--- src/mnps_pkg.sv ---
// Package for the mono note priority stack.
// Field widths, action and command codes, controller states, cell control bundle.
// No dependencies.
package mnps_pkg;

    localparam int NOTE_W        = 7;
    localparam int VEL_W         = 7;
    localparam int ACT_W         = 2;
    localparam int STACK_DEPTH_D = 8;
    localparam logic [VEL_W-1:0] ACCENT_RESET = 7'd100;

    typedef enum logic [ACT_W-1:0] {
        ACT_NOTE_ON  = 2'd0,
        ACT_NOTE_OFF = 2'd1,
        ACT_ALL_OFF  = 2'd2
    } t_action;

    localparam logic CMD_START    = 1'b0;
    localparam logic CMD_GATE_OFF = 1'b1;

    typedef enum logic [1:0] {
        ST_IDLE,
        ST_SEARCH,
        ST_UPDATE,
        ST_EMIT
    } t_state;

    typedef struct packed {
        logic              search;
        logic              update;
        logic              shift_all;
        logic [NOTE_W-1:0] key;
    } t_cell_ctl;

endpackage

--- src/mnps_if.sv ---
// Valid/ready channel interfaces for note events and voice commands.
// Depends on mnps_pkg.
interface mnps_in_if import mnps_pkg::*; ();
    logic              valid;
    logic              ready;
    logic [ACT_W-1:0]  action;
    logic [NOTE_W-1:0] note;
    logic [VEL_W-1:0]  velocity;

    modport source (output valid, action, note, velocity, input ready);
    modport sink   (input valid, action, note, velocity, output ready);
endinterface

interface mnps_out_if import mnps_pkg::*; ();
    logic              valid;
    logic              ready;
    logic              command;
    logic [NOTE_W-1:0] pitch_note;
    logic              legato;
    logic              accent;

    modport source (output valid, command, pitch_note, legato, accent, input ready);
    modport sink   (input valid, command, pitch_note, legato, accent, output ready);
endinterface

--- src/mono_note_priority_stack.sv ---
// Mono note priority stack: a row of slot cells run by a four-state controller.
// Each event is accepted, then searched, then shifted/pushed, then emitted to the output register.
// A new event is accepted only in idle, after the last one is done; emit waits on a full
// output register. Events causing no result skip the emit state and return to idle.
// Reset (synchronous, active low) empties the stack and sets the accent threshold to 100.
module mono_note_priority_stack import mnps_pkg::*; #(
    parameter int STACK_DEPTH = STACK_DEPTH_D
) (
    input  logic             i_clk,
    input  logic             i_rst_n,
    mnps_in_if.sink          i_in,
    mnps_out_if.source       o_out,
    input  logic             i_cfg_we,
    input  logic [VEL_W-1:0] i_cfg_data
);

    localparam int CW = $clog2(STACK_DEPTH + 1);
    localparam int IW = $clog2(STACK_DEPTH);

    t_state            r_state, n_state;
    logic [CW-1:0]     r_count, n_count;
    logic [VEL_W-1:0]  r_thr;
    logic [ACT_W-1:0]  r_action;
    logic [NOTE_W-1:0] r_note;
    logic [VEL_W-1:0]  r_vel;

    logic r_emit, r_cmd_p, r_leg_p, r_acc_p, r_use_top;
    logic w_emit, w_cmd_p, w_leg_p, w_acc_p, w_use_top;

    logic              r_out_valid, r_out_cmd, r_out_leg, r_out_acc;
    logic [NOTE_W-1:0] r_out_pitch;

    t_cell_ctl         w_ctl;
    logic              w_push_en;
    logic [CW-1:0]     w_push_pos;
    logic [NOTE_W-1:0] w_data [STACK_DEPTH];
    logic [STACK_DEPTH-1:0] w_match, w_hit, w_occ, w_push;
    logic [IW-1:0]     w_top_idx;
    logic              w_found, w_full, w_was_top, w_load;

    assign w_top_idx = r_count[IW-1:0] - 1'b1;
    assign w_found   = w_hit[STACK_DEPTH-1];
    assign w_full    = (r_count == CW'(STACK_DEPTH));
    assign w_was_top = w_match[w_top_idx];
    assign w_load    = (r_state == ST_EMIT) && (!r_out_valid || o_out.ready);

    genvar gi;
    generate
        for (gi = 0; gi < STACK_DEPTH; gi++) begin : g_cell
            logic [NOTE_W-1:0] w_up;
            logic              w_below;
            assign w_occ[gi]  = r_count > CW'(gi);
            assign w_push[gi] = w_push_en && (w_push_pos == CW'(gi));
            if (gi == STACK_DEPTH - 1) begin : g_top
                assign w_up = w_data[gi];
            end else begin : g_mid
                assign w_up = w_data[gi+1];
            end
            if (gi == 0) begin : g_bot
                assign w_below = 1'b0;
            end else begin : g_up
                assign w_below = w_hit[gi-1];
            end
            mnps_cell u_cell (
                .i_clk       (i_clk),
                .i_ctl       (w_ctl),
                .i_occ       (w_occ[gi]),
                .i_push      (w_push[gi]),
                .i_up_data   (w_up),
                .i_hit_below (w_below),
                .o_data      (w_data[gi]),
                .o_match     (w_match[gi]),
                .o_hit       (w_hit[gi])
            );
        end
    endgenerate

    // next state
    always_comb begin
        n_state = r_state;
        case (r_state)
            ST_IDLE: begin
                if (i_in.valid) n_state = ST_SEARCH;
            end
            ST_SEARCH: n_state = ST_UPDATE;
            ST_UPDATE: n_state = w_emit ? ST_EMIT : ST_IDLE;
            ST_EMIT: begin
                if (w_load) n_state = ST_IDLE;
            end
            default: n_state = ST_IDLE;
        endcase
    end

    // controller outputs
    always_comb begin
        w_ctl.search    = (r_state == ST_SEARCH);
        w_ctl.update    = 1'b0;
        w_ctl.shift_all = 1'b0;
        w_ctl.key       = r_note;
        w_push_en       = 1'b0;
        w_push_pos      = r_count;
        n_count         = r_count;
        w_emit          = 1'b0;
        w_cmd_p         = CMD_START;
        w_leg_p         = 1'b0;
        w_acc_p         = 1'b0;
        w_use_top       = 1'b0;
        if (r_state == ST_UPDATE) begin
            case (r_action)
                ACT_NOTE_ON: begin
                    w_ctl.update    = 1'b1;
                    w_ctl.shift_all = !w_found && w_full;
                    w_push_en       = 1'b1;
                    if (w_found || w_full) begin
                        w_push_pos = r_count - 1'b1;
                    end else begin
                        n_count = r_count + 1'b1;
                    end
                    w_emit  = 1'b1;
                    w_leg_p = (r_count != '0);
                    w_acc_p = (r_vel >= r_thr);
                end
                ACT_NOTE_OFF: begin
                    w_ctl.update = 1'b1;
                    if (w_found) begin
                        n_count = r_count - 1'b1;
                        if (r_count == CW'(1)) begin
                            w_emit  = 1'b1;
                            w_cmd_p = CMD_GATE_OFF;
                        end else if (w_was_top) begin
                            w_emit    = 1'b1;
                            w_leg_p   = 1'b1;
                            w_use_top = 1'b1;
                        end
                    end
                end
                ACT_ALL_OFF: begin
                    n_count = '0;
                    w_emit  = 1'b1;
                    w_cmd_p = CMD_GATE_OFF;
                end
                default: ;
            endcase
        end
    end

    assign i_in.ready = (r_state == ST_IDLE);

    always_ff @(posedge i_clk) begin
        if (!i_rst_n) begin
            r_state     <= ST_IDLE;
            r_count     <= '0;
            r_thr       <= ACCENT_RESET;
            r_out_valid <= 1'b0;
        end else begin
            r_state <= n_state;
            r_count <= n_count;
            if (i_cfg_we) r_thr <= i_cfg_data;
            if (w_load) begin
                r_out_valid <= 1'b1;
            end else if (o_out.ready) begin
                r_out_valid <= 1'b0;
            end
        end
    end

    always_ff @(posedge i_clk) begin
        if (i_in.valid && i_in.ready) begin
            r_action <= i_in.action;
            r_note   <= i_in.note;
            r_vel    <= i_in.velocity;
        end
        if (r_state == ST_UPDATE) begin
            r_emit    <= w_emit;
            r_cmd_p   <= w_cmd_p;
            r_leg_p   <= w_leg_p;
            r_acc_p   <= w_acc_p;
            r_use_top <= w_use_top;
        end
        if (w_load) begin
            r_out_cmd   <= r_cmd_p;
            r_out_leg   <= r_leg_p;
            r_out_acc   <= r_acc_p;
            if (r_cmd_p == CMD_GATE_OFF) begin
                r_out_pitch <= '0;
            end else if (r_use_top) begin
                r_out_pitch <= w_data[w_top_idx];
            end else begin
                r_out_pitch <= r_note;
            end
        end
    end

    assign o_out.valid      = r_out_valid;
    assign o_out.command    = r_out_cmd;
    assign o_out.pitch_note = r_out_pitch;
    assign o_out.legato     = r_out_leg;
    assign o_out.accent     = r_out_acc;

    a_count_range: assert property (@(posedge i_clk) disable iff (!i_rst_n)
        r_count <= CW'(STACK_DEPTH))
        else $error("held count beyond stack depth");

    a_unique_match: assert property (@(posedge i_clk) disable iff (!i_rst_n)
        (r_state == ST_UPDATE) |-> $onehot0(w_match))
        else $error("note held in more than one slot");

    a_emit_source: assert property (@(posedge i_clk) disable iff (!i_rst_n)
        $rose(o_out.valid) |-> $past(r_state == ST_EMIT && r_emit))
        else $error("result beat not from emit state");

    a_gate_off_clean: assert property (@(posedge i_clk) disable iff (!i_rst_n)
        (o_out.valid && o_out.command == CMD_GATE_OFF) |->
        (o_out.pitch_note == '0 && !o_out.legato && !o_out.accent))
        else $error("gate-off beat with nonzero fields");

endmodule

--- src/mnps_cell.sv ---
// One stack slot: holds a note, compares it with the key, shifts down from its upper neighbor.
// Depends on mnps_pkg.
module mnps_cell import mnps_pkg::*; (
    input  logic              i_clk,
    input  t_cell_ctl         i_ctl,
    input  logic              i_occ,
    input  logic              i_push,
    input  logic [NOTE_W-1:0] i_up_data,
    input  logic              i_hit_below,
    output logic [NOTE_W-1:0] o_data,
    output logic              o_match,
    output logic              o_hit
);

    logic [NOTE_W-1:0] r_data;
    logic              r_match;

    assign o_data  = r_data;
    assign o_match = r_match;
    // set from the matching slot upward
    assign o_hit   = r_match | i_hit_below;

    always_ff @(posedge i_clk) begin
        if (i_ctl.search) begin
            r_match <= i_occ && (r_data == i_ctl.key);
        end
        if (i_ctl.update) begin
            if (i_push) begin
                r_data <= i_ctl.key;
            end else if (i_ctl.shift_all || o_hit) begin
                r_data <= i_up_data;
            end
        end
    end

endmodule

--- src/flat_wrapper.sv ---
// flat-port wrapper written by rule: the top's interface ports become plain ports
module mono_note_priority_stack_flat import mnps_pkg::*;
#(
    parameter int STACK_DEPTH = STACK_DEPTH_D
)
  (i_clk, i_rst_n, i_cfg_we, i_cfg_data, i_in_valid, i_in_action, i_in_note, i_in_velocity, i_in_ready, o_out_valid, o_out_command, o_out_pitch_note, o_out_legato, o_out_accent, o_out_ready);
  mnps_in_if i_in_i ();
  mnps_out_if o_out_i ();
  input  logic i_clk;
  input  logic i_rst_n;
  input  logic i_cfg_we;
  input  logic [VEL_W-1:0] i_cfg_data;
  input wire logic [$bits(i_in_i.valid)-1:0] i_in_valid;
  input wire logic [$bits(i_in_i.action)-1:0] i_in_action;
  input wire logic [$bits(i_in_i.note)-1:0] i_in_note;
  input wire logic [$bits(i_in_i.velocity)-1:0] i_in_velocity;
  output wire logic [$bits(i_in_i.ready)-1:0] i_in_ready;
  output wire logic [$bits(o_out_i.valid)-1:0] o_out_valid;
  output wire logic [$bits(o_out_i.command)-1:0] o_out_command;
  output wire logic [$bits(o_out_i.pitch_note)-1:0] o_out_pitch_note;
  output wire logic [$bits(o_out_i.legato)-1:0] o_out_legato;
  output wire logic [$bits(o_out_i.accent)-1:0] o_out_accent;
  input wire logic [$bits(o_out_i.ready)-1:0] o_out_ready;
  assign i_in_i.valid = i_in_valid;
  assign i_in_i.action = i_in_action;
  assign i_in_i.note = i_in_note;
  assign i_in_i.velocity = i_in_velocity;
  assign i_in_ready = i_in_i.ready;
  assign o_out_valid = o_out_i.valid;
  assign o_out_command = o_out_i.command;
  assign o_out_pitch_note = o_out_i.pitch_note;
  assign o_out_legato = o_out_i.legato;
  assign o_out_accent = o_out_i.accent;
  assign o_out_i.ready = o_out_ready;
  mono_note_priority_stack #(.STACK_DEPTH(STACK_DEPTH)) u_core (.i_clk(i_clk), .i_rst_n(i_rst_n), .i_in(i_in_i), .o_out(o_out_i), .i_cfg_we(i_cfg_we), .i_cfg_data(i_cfg_data));
endmodule
--- config.mk ---
export PLATFORM = sky130hd
export DESIGN_NAME = mono_note_priority_stack_flat
export DESIGN_NICKNAME = d
export VERILOG_FILES = /design/src/mnps_pkg.sv /design/src/mnps_if.sv /design/src/mono_note_priority_stack.sv /design/src/mnps_cell.sv /design/src/flat_wrapper.sv
export SDC_FILE = /design/constraint.sdc
export NUM_CORES = 1
export LEC_CHECK = 0
export ABC_AREA = 1
export BUFFER_PORTS_ARGS = -buffer_cell sky130_fd_sc_hd__buf_2
export CORE_MARGIN = 3
export CORE_UTILIZATION = 45
export CTS_BUF_LIST = sky130_fd_sc_hd__clkbuf_16
export CTS_CLUSTER_DIAMETER = 80
export DETAILED_ROUTE_END_ITERATION = 10
export PLACE_DENSITY_LB_ADDON = 0.08
export SETUP_SLACK_MARGIN = 0.3
export SYNTH_ARGS = -nofsm -noshare
export SYNTH_HDL_FRONTEND = slang
export SYNTH_HIERARCHICAL = 1
export SYNTH_SLANG_ARGS = --single-unit
--- constraint.sdc ---
create_clock -name i_clk -period 4.7 [get_ports i_clk]
set_input_delay 0.235 -clock i_clk [delete_from_list [all_inputs] [get_ports i_clk]]
set_output_delay 0.235 -clock i_clk [all_outputs]
set_load 0.02 [all_outputs]
==> results of run 1 <==
## through the flow
stage	worst slack (ns)	std cells	utilization	power, W	instance area (sq um)
2_1_floorplan	1.29	904	-	0.00133	6740
3_3_place_gp	1.35	1119	0.487	0.00143	7100
3_5_place_dp	1.28	1119	0.487	0.00144	7100
4_1_cts	1.27	1135	0.506	0.00218	7390
5_1_grt	0.651	1135	0.506	0.00226	7390
6_report	1.25	1135	0.506	0.00216	7390
## critical path: cells and delay by family (launching register included)
family                 cells  cell delay (ns)
AO/OA/AOI/OAI              2             0.29
AND/OR/NAND/NOR           14             1.73
buffers and inverters     10             0.77
flip-flops                 1             0.38
## routing by layer
| metal | global-route usage | vias to the layer above | wire, um |
|---|---|---|---|
| li1 | - | 2953 | - |
| met1 | 0.300 | 2596 | 8040 |
| met2 | 0.344 | 116 | 7780 |
| met3 | 0.0428 | 28 | 853 |
| met4 | 0.0737 | 0 | 348 |
| met5 | 0 | - | 0 |
## area by class of cell
class / count / area, sq um
Clock inverter: 7 / 60.1
Sequential cell: 108 / 3100
Multi-Input combinational cell: 612 / 2860
Timing Repair Buffer: 52 / 293
Tap cell: 184 / 230
Fill cell: 1484 / 7200
Inverter: 163 / 614
Clock buffer: 9 / 225
## cells in the final DEF, fill, tap and decap left out, types with 2 or more instances in the layout
master | netlist | routed
a211oi_1 | 2 | 2
inv_1 | 120 | 120
dfxtp_1 | 14 | 14
o21ai_1 | 58 | 58
clkbuf_16 | 0 | 9
inv_2 | 42 | 42
xor2_1 | 3 | 3
o21ai_0 | 44 | 44
ha_1 | 16 | 16
nand3_1 | 15 | 15
edfxtp_1 | 94 | 94
a31oi_1 | 2 | 2
buf_2 | 4 | 39
nand2_1 | 278 | 278
o211ai_1 | 14 | 14
buf_4 | 3 | 13
nand2_4 | 2 | 2
nor2_1 | 128 | 128
a21oi_1 | 24 | 24
nand3_2 | 3 | 3
a21boi_0 | 8 | 8
inv_6 | 0 | 3
nand4_1 | 2 | 2
## final timing paths
kind | start | to | depth (start not counted)
worst max-delay path | u_core/g_cell[0].u_cell/o_match | u_core/g_cell[0].u_cell/o_data[6] | 26
worst min-delay path | i_in_action[1] | u_core/r_action[1] | 1
worst max register to register | u_core/g_cell[0].u_cell/o_match | u_core/g_cell[0].u_cell/o_data[6] | 26
worst min register to register | u_core/r_leg_p | u_core/o_out.legato | 0
## logic make-up (layout without fill, tap and decap cells)
| family | after synthesis | after routing |
|---|---|---|
| other cells | 1 | 1 |
| compound gates | 155 | 155 |
| simple gates | 435 | 435 |
| xor+xnor | 5 | 5 |
| fa+ha+maj | 16 | 16 |
| flops | 108 | 108 |
| buf+inv | 184 | 231 |
## power by group
group / switching, W / total, W / internal, W
Clock: 0.000372 / 0.000740 / 0.000369
Combinational: 0.000189 / 0.000287 / 0.0000982
Sequential: 0.0000539 / 0.00113 / 0.00108
## registers in the layout (all words and copies together), names as in the netlist
name	flops
u_core/g_cell.u_cell/o_data	56
u_core/g_cell.u_cell/o_match	8
u_core/o_out.accent	1
u_core/o_out.command	1
u_core/o_out.legato	1
u_core/o_out.pitch_note	7
u_core/o_out.valid	1
u_core/r_acc_p	1
u_core/r_action	2
u_core/r_cmd_p	1
u_core/r_count	4
u_core/r_leg_p	1
u_core/r_note	7
u_core/r_state	2
u_core/r_thr	7
u_core/r_use_top	1
u_core/r_vel	7
## cell usage after synthesis, drive strengths merged
cell and n:
inv 163, o2111ai 1, xnor2 1, buf 16, a31oi 2, o211ai 14
a21oi 24, nor3b 1, a211oi 2, clkbuf 5, o21ai 103, nand3 18
nand2 281, edfxtp 94, nor2 130, nand4 4, a21boi 8, ha 16
dfxtp 14, o31ai 1, conb 1, xor2 4, nor4 1
==> flow_summary_export.csv, run 1 <==
group,metric,value,unit
critical_path,critical_path_class,"reg2reg",
timing,hold_viol,0,
clock_tree,cts_made_buffers,9,
timing,fin_hold_ws,0.0459,ns
die,initial_core_util,0.462,
logic_synthesis,synth_compound_area_frac,0.126,
logic_synthesis,synth.top_cell.area_share,0.419,
timing,finalSetupViolCount,0,
timing,fin_crit_sh,0.734,
timing,slew_violations,0,
grt,grtUsageTotal,0.217,
logic_synthesis,synth_area_leaders,"edfxtp_1, nand2_1, nor2_1, inv_1, o21ai_1",
timing,finClkSkew,0.00826,ns
die,rows,44,
drt,wl_per_cell,15.0,um
die,io_pins,40,
logic_synthesis,synthAdderAreaFrac,0.0297,
logic_synthesis,yosys.area_share.xor_xnor,0.00873,
pwr,cellLeakagePower,3.55,nW
drt,drt_pass1_iterations,5,
final_layout,finalNetCount,990,
pwr,cellPowerDensity,292,nW/um^2
clock_tree,cts.htree.levels,3,
clock_tree,root_buffer,"clkbuf_16",
critical_path,path_max_fanout,7,
drt,drtIter0Drc,464,
logic_synthesis,synth_top_family_by_area,"simple AND/OR/NAND/NOR gates",
final_layout,drive_above_1_share,0.130,
placement,dp_hpwl,12300,um
clock_tree,ctsHoldBuffers,0,
clock_tree,clk_latency,0.36,ns
logic_synthesis,netlist_area,6740,sq um
grt,antenna_found_initial,0,
grt,grt_first_pass_wirelength,27700,um
clock_tree,post_cts_buffers,0,
critical_path,r2r_slack,1.25,ns
logic_synthesis,synth_warnings,6,
clock_tree,cts_tree,"yes",
timing,rsz0062_at_grt,"false",
pwr,ir_drop,0.172,mV
clock_tree,ctsResizeCount,0,
logic_synthesis,syn_nets,948,
die,die_w,128,um
critical_path,critPathMostFrequentCell,"nor2_1",
min_path,hold_class,"in2reg",
critical_path,critPathCaptureType,"register",
drt,antenna_left,0,
logic_synthesis,synth_cells,904,
die,core_area,14600,sq um
clock_tree,path_clk_slew,0.08,ns
timing,timing.fmax,0.290,GHz
drt,finalWirelength,17000,um
placement,gp_congestion,0.816,
die,dieArea,16500,sq um
critical_path,cp-start-kind,"register",
clock_tree,clock-sinks,108,
critical_path,arrival,3.53,ns
logic_synthesis,synth_mux_area_frac,0,
job,max-cap-violations,0,
die,die_y,128,um
final_layout,area_growth,9.66,%
logic_synthesis,yosys.area_share.simple,0.259,
logic_synthesis,synth-seq-cells,108,
drt,drc_errors,0,
logic_synthesis,yosys.cell_types.count,37,
grt,grt_max_degree,40,
timing,fin_crit,3.45,ns
drt,vias,5693,
clock_tree,clk_path_buf_depth,2,
critical_path,crit_path_max_incr_delay,0.38,ns
status,status,"completed",
logic_synthesis,seq_area_frac_synth,0.461,
grt,grt_overflow,0,
grt,grt_pass1_vias,5274,
timing,worst_pin_slew,1.08,ns
timing,slew_headroom,0.282,
logic_synthesis,synth_area_per_cell,7.45,sq um
logic_synthesis,synth_top_cell_by_area,"edfxtp_1",
critical_path,cp.required,4.77,ns
final_layout,antennaDiodeCount,0,
timing,fin_tns_setup,0,ns
placement,port_buffers,39,
drt,routed_via_density,5.02,
critical_path,cpMaxStageDelayCell,"edfxtp_1",
Note: power is estimated with default switching activity, not from simulation.
==> run 2: changes to the inputs <==
Clock period 4.7 ns to 3.5 ns, I/O delays scaled along.
==> run 2 against run 1 <==
  * Non-clock buffer count is 44 higher
  * Combinational power is 49% higher
  * Clock-buffer cell count is 1 higher
  * Hold slack worse by 0.024 ns
  * Power is 41% higher
  * Final cell count is 3.9% higher
  * Sequential share of layout area is 3.5 points lower
  * Critical endpoint is now u_core/g_cell[3].u_cell/o_data[6]
  * Largest cell class unchanged
  * Highest routed layer unchanged
==> flow_summary_export.csv, run 2 (synthesis gave the netlist of run 1 again) <==
group,metric,value,unit
final_layout,layout_commonest_cell,"nand2_1",
final_layout,multi_input_area,3070,sq um
clock_tree,clk_latency,0.36,ns
clock_tree,cts_tree,"yes",
final_layout,nFillCells,1354,
die,die_y,128,um
min_path,min_from,"i_cfg_data[5]",
drt,wl_per_cell,15.2,um
timing,slew_violations,0,
pwr,fin_total_pwr,0.00303,W
clock_tree,clock-sinks,108,
final_layout,seq_area,3100,sq um
critical_path,startpoint,"u_core/g_cell[0].u_cell/o_match",
timing,finClkSkew,0.0110,ns
critical_path,reg2reg_from,"u_core/g_cell[0].u_cell/o_match",
critical_path,cp.required,3.58,ns
critical_path,path_max_fanout,7,
drt,antenna_left,0,
placement,gp_congestion,0.853,
critical_path,critical_path_class,"reg2reg",
timing,setup_ws,0.246,ns
grt,grt_pass1_vias,5381,
timing,timing.fmax,0.307,GHz
grt,grt_first_pass_wirelength,28100,um
status,status,"completed",
die,core_area,14600,sq um
die,rows,44,
drt,vias,5937,
placement,place_ws,0.0675,ns
critical_path,arrival,3.33,ns
timing,worst_pin_slew,1.09,ns
final_layout,antennaDiodeCount,0,
pwr,switchingPower,0.000877,W
pwr,p_comb_frac,0.141,
drt,finalWirelength,18000,um
drt,drt_pass1_iterations,5,
drt,drtIter0Drc,412,
final_layout,area_growth,19.5,%
final_layout,largest_reg_flops,56,
placement,port_buffers,39,
pwr,cellPowerDensity,377,nW/um^2
pwr,switching_share,0.289,
grt,grt_overflow,0,
grt,antenna_found_initial,0,
timing,slew_headroom,0.272,
clock_tree,cts.htree.levels,3,
job,max-cap-violations,0,
pwr,cellLeakagePower,3.84,nW
clock_tree,cts_made_buffers,9,
timing,rsz0062_at_grt,"true",
clock_tree,path_clk_slew,0.08,ns
pwr,p_seq_frac,0.500,
timing,hold_viol,0,
timing,finalSetupViolCount,0,
min_path,hold_class,"in2reg",
critical_path,reg2regPathDepth,26,
pwr,ir_drop,0.300,mV
placement,dp_hpwl,12200,um
pwr,p_clk_frac,0.359,
critical_path,cp-start-kind,"register",
clock_tree,root_buffer,"clkbuf_16",
critical_path,critPathCaptureType,"register",
pwr,p_int,0.00215,W
drt,drc_errors,0,
die,io_pins,40,
timing,fin_crit,3.25,ns
die,dieArea,16500,sq um
final_layout,finalNetCount,1034,
drt,routed_via_density,5.04,
final_layout,drive_above_1_share,0.195,
timing,fin_crit_sh,0.930,
clock_tree,clk_path_buf_depth,2,
grt,grtUsageTotal,0.220,
die,die_w,128,um
die,initial_core_util,0.462,
final_layout,mostFrequentLayoutCells,"nand2_1, inv_1, nor2_1",
min_path,whs_path_depth,3,
grt,grt_max_degree,39,
## run 2: cell types whose count changed in the layout (fill, tap and decap cells not counted), moves of 3 or more
cell,previous run,this run
nor2_4,0,7
nand2_4,2,5
nor2_1,128,111
nand2_2,1,11
a21boi_1,0,8
o21ai_1,58,55
inv_1,120,116
nor2_2,1,11
inv_8,0,8
a21boi_0,8,0
buf_6,0,4
buf_4,13,37
dlygate4sd3_1,0,16
nand2_1,278,264
## run 2: power by group through the flow
stage          logic (W)  clock network, W  registers (W)
3_3_place_gp    0.000382                 0        0.00155
6_report        0.000428           0.00109        0.00152
2_1_floorplan   0.000270                 0        0.00151
4_1_cts         0.000410           0.00111        0.00152
5_1_grt         0.000484           0.00116        0.00152
3_5_place_dp    0.000383                 0        0.00155
## run 2: final timing paths
path / end / slack [ns]
worst max-delay path: u_core/g_cell[3].u_cell/o_data[6] / 0.25
worst min-delay path: u_core/r_thr[5] / 0.02
worst max register to register: u_core/g_cell[3].u_cell/o_data[6] / 0.25
worst min register to register: u_core/o_out.legato / 0.43
## run 2: layout make-up
class / count / share of cell area
sequential: 108 / 0.386
multi-input combinational: 612 / 0.381
timing repair buffer: 96 / 0.0843
inverter: 163 / 0.0807
clock buffer: 10 / 0.0311
tap: 184 / 0.0286
clock inverter: 6 / 0.00871
## run 2: worst max-delay path, stage by stage, from the launching register on
cell and delay (ns):
edfxtp_1 0.41, nor2_2 0.11, inv_1 0.06, nor2_2 0.11
inv_1 0.06, nor2_2 0.13, inv_1 0.06, nor2_2 0.12
inv_1 0.06, nor2_2 0.11, inv_1 0.06, nor2_2 0.09
inv_1 0.06, nor2_2 0.09, inv_1 0.06, nor2_2 0.13
inv_2 0.07, inv_4 0.06, nand2_4 0.07, nand2_8 0.11
nand2_4 0.06, o21ai_4 0.07, nand4_4 0.22, nor2_4 0.20
nor2_2 0.06, a21boi_1 0.13, buf_4 0.18
## run 2: what timing repair did
action | 4_1_cts | 5_1_grt
resized for setup | 22 | 54
pin swaps | 14 | 24
endpoints found under the hold margin | 16 | 0
hold buffers | 16 | 0
setup buffers | 23 | 5
setup endpoints to repair | 112 | 112
## run 2: routing by layer
metal	part of all wire	global-route usage	wire [um]	vias to the layer above
li1	-	-	-	3044
met1	0.46	0.303	8240	2751
met2	0.48	0.363	8650	118
met3	0.038	0.0241	679	24
met4	0.022	0.0793	388	0
met5	0	0	0	-
## run 2: per-stage QoR
| step | setup TNS (ns) | cells | util | hold slack, ns | instance area [sq um] |
|---|---|---|---|---|---|
| 5_1_grt | -0.126 | 1179 | 0.552 | 0.0253 | 8050 |
| 2_1_floorplan | 0 | 904 | - | 0.274 | 6740 |
| 4_1_cts | 0 | 1174 | 0.537 | 0.0153 | 7830 |
| 3_3_place_gp | 0 | 1119 | 0.487 | 0.351 | 7110 |
| 3_5_place_dp | 0 | 1119 | 0.487 | 0.353 | 7110 |
| 6_report | 0 | 1179 | 0.552 | 0.0218 | 8050 |
==> run 3: changes to the inputs <==
Settings changed: RECOVER_POWER set to 25.
==> run 3 against run 2 <==
  * Clock-buffer cell count is the same
  * Wire length fell by 0.15%
  * Critical endpoint unchanged
  * Design area shrank 0.39%
  * Combinational power down 0.9%
  * Critical path depth stayed put
  * Clock power barely moved
  * Largest power group unchanged
  * Hold slack improved by 0.0018 ns
  * Power down 0.17%
  * Register-to-register slack about the same
  * Largest cell class unchanged
  * Setup slack improved by 0.00062 ns
  * Via count fell by 0.37%
  * Final cell count is the same
==> flow_summary_export.csv, run 3 (synthesis gave the netlist of run 1 again) <==
group,metric,value,unit
status,status,"completed",
pwr,cellLeakagePower,3.80,nW
timing,fin_crit_sh,0.930,
grt,grt_max_degree,39,
final_layout,nFillCells,1366,
clock_tree,path_clk_slew,0.08,ns
critical_path,reg2regPathDepth,26,
final_layout,layout_commonest_cell,"nand2_1",
timing,hold_viol,0,
critical_path,r2r_slack,0.25,ns
final_layout,fin_cells,1179,
critical_path,critical_path_class,"reg2reg",
critical_path,crit_cells,26,
job,max-cap-violations,0,
pwr,cellPowerDensity,377,nW/um^2
final_layout,seq_area,3100,sq um
clock_tree,clk_latency,0.36,ns
final_layout,antennaDiodeCount,0,
die,dieArea,16500,sq um
timing,finClkSkew,0.0110,ns
clock_tree,root_buffer,"clkbuf_16",
clock_tree,clock-sinks,108,
die,initial_core_util,0.462,
drt,finalWirelength,17900,um
critical_path,cp-start-kind,"register",
critical_path,startpoint,"u_core/g_cell[0].u_cell/o_match",
timing,fin_crit,3.25,ns
die,rows,44,
die,die_y,128,um
drt,antenna_left,0,
critical_path,r2r_end,"u_core/g_cell[3].u_cell/o_data[6]",
timing,timing.fmax,0.307,GHz
placement,port_buffers,39,
timing,rsz0062_at_grt,"true",
final_layout,mostFrequentLayoutCells,"nand2_1, inv_1, nor2_1",
final_layout,utilization,0.550,
pwr,ir_drop,0.300,mV
final_layout,largest_reg_flops,56,
final_layout,finalNetCount,1034,
grt,grtUsageTotal,0.220,
min_path,hold_class,"in2reg",
timing,worst_pin_slew,1.09,ns
placement,dp_hpwl,12200,um
timing,fin_hold_ws,0.0237,ns
die,io_pins,40,
grt,top_usage_layer,"met2",
grt,grt_use_met2,0.363,
critical_path,arrival,3.33,ns
placement,placed_cells,1119,
grt,grt_first_pass_wirelength,28100,um
critical_path,path_max_fanout,7,
die,core_area,14600,sq um
clock_tree,cts_made_buffers,9,
timing,finalSetupViolCount,0,
final_layout,multi_input_area,3060,sq um
critical_path,cp_num_buf_inv,10,
grt,global_route.usage.met1,0.303,
placement,gp_congestion,0.853,
critical_path,critPathMostFrequentCell,"nor2_2",
grt,grt_pass1_vias,5381,
critical_path,crit_family,"simple AND/OR/NAND/NOR gates",
critical_path,crit_path_max_incr_delay,0.41,ns
critical_path,crit_path_end,"u_core/g_cell[3].u_cell/o_data[6]",
timing,setup_ws,0.246,ns
drt,drt_pass1_iterations,4,
critical_path,cpMaxStageDelayCell,"edfxtp_1",
critical_path,critPathCaptureType,"register",
die,die_w,128,um
clock_tree,cts_tree,"yes",
grt,use_met3,0.0241,
drt,wl_per_cell,15.2,um
placement,place_ws,0.0675,ns
clock_tree,cts.htree.levels,3,
final_layout,drive_above_1_share,0.179,
timing,fin_tns_setup,0,ns
grt,grt_overflow,0,
drt,drtIter0Drc,439,
critical_path,cp.required,3.58,ns
drt,routed_via_density,5.02,
drt,drc_errors,0,
clock_tree,clk_path_buf_depth,2,
drt,vias,5915,
critical_path,reg2reg_from,"u_core/g_cell[0].u_cell/o_match",
final_layout,area_growth,19.0,%
timing,slew_headroom,0.271,
timing,slew_violations,0,
grt,antenna_found_initial,0,
[run 3: cell types whose count changed in the layout (fill, tap and decap cells not counted), sizes merged]
cell    change
clkbuf     +13
buf        -13
[run 3: worst min path at each step]
stage,from,endpoint,depth (start not counted)
after global routing,i_cfg_data[5],u_core/r_thr[5],3
after global placement,i_in_velocity[2],u_core/r_vel[2],1
after CTS,i_cfg_data[5],u_core/r_thr[5],3
final,i_cfg_data[5],u_core/r_thr[5],3
after floorplan,i_in_action[0],u_core/r_action[0],0
after detailed placement,i_in_velocity[3],u_core/r_vel[3],1
[run 3: layer usage]
| metal | part of all wire | vias to the layer above |
|---|---|---|
| met1 | 0.46 | 2730 |
| met5 | 0 | - |
| met4 | 0.021 | 0 |
| li1 | - | 3041 |
| met2 | 0.48 | 122 |
| met3 | 0.038 | 22 |
[run 3: metrics by stage]
step	cell area [sq um]	total power, W
after floorplan	6740	0.00178
after global placement	7110	0.00193
after detailed placement	7110	0.00193
after CTS	7830	0.00304
after global routing	8020	0.00316
final	8020	0.00303
[run 3: cell type report]
| type | instances | share of cell area |
|---|---|---|
| inverter | 163 | 0.0810 |
| sequential | 108 | 0.387 |
| clock buffer | 10 | 0.0312 |
| multi-input combinational | 612 | 0.381 |
| tap | 184 | 0.0287 |
| clock inverter | 6 | 0.00874 |
| timing repair buffer | 96 | 0.0822 |
[run 3: timing repair]
item	in CTS	in global routing
resized for setup	22	54
pin swaps	14	24
setup buffers	23	5
hold endpoints to repair	16	0
hold buffers	16	0
endpoints found under the setup margin	112	112
[run 3: power by group]
part	leakage [nW]	total, W	internal (W)	switching (W)
logic	2.66	0.000424	0.000152	0.000273
registers	0.978	0.00152	0.00144	0.0000717
clock network	0.159	0.00109	0.000556	0.000530
[run 3: worst reg2reg max path, cell delays in order, from the launching register on]
cell      delay, ns
edfxtp_1       0.41
nor2_2         0.11
inv_1          0.06
nor2_2         0.11
inv_1          0.06
nor2_2         0.13
inv_1          0.06
nor2_2         0.12
inv_1          0.06
nor2_2         0.11
inv_1          0.06
nor2_2         0.09
inv_1          0.06
nor2_2         0.09
inv_1          0.06
nor2_2         0.13
inv_2          0.07
inv_4          0.07
nand2_4        0.07
nand2_8        0.11
nand2_4        0.06
o21ai_4        0.07
nand4_4        0.22
nor2_4         0.21
nor2_2         0.06
a21boi_1       0.13
buf_4          0.18
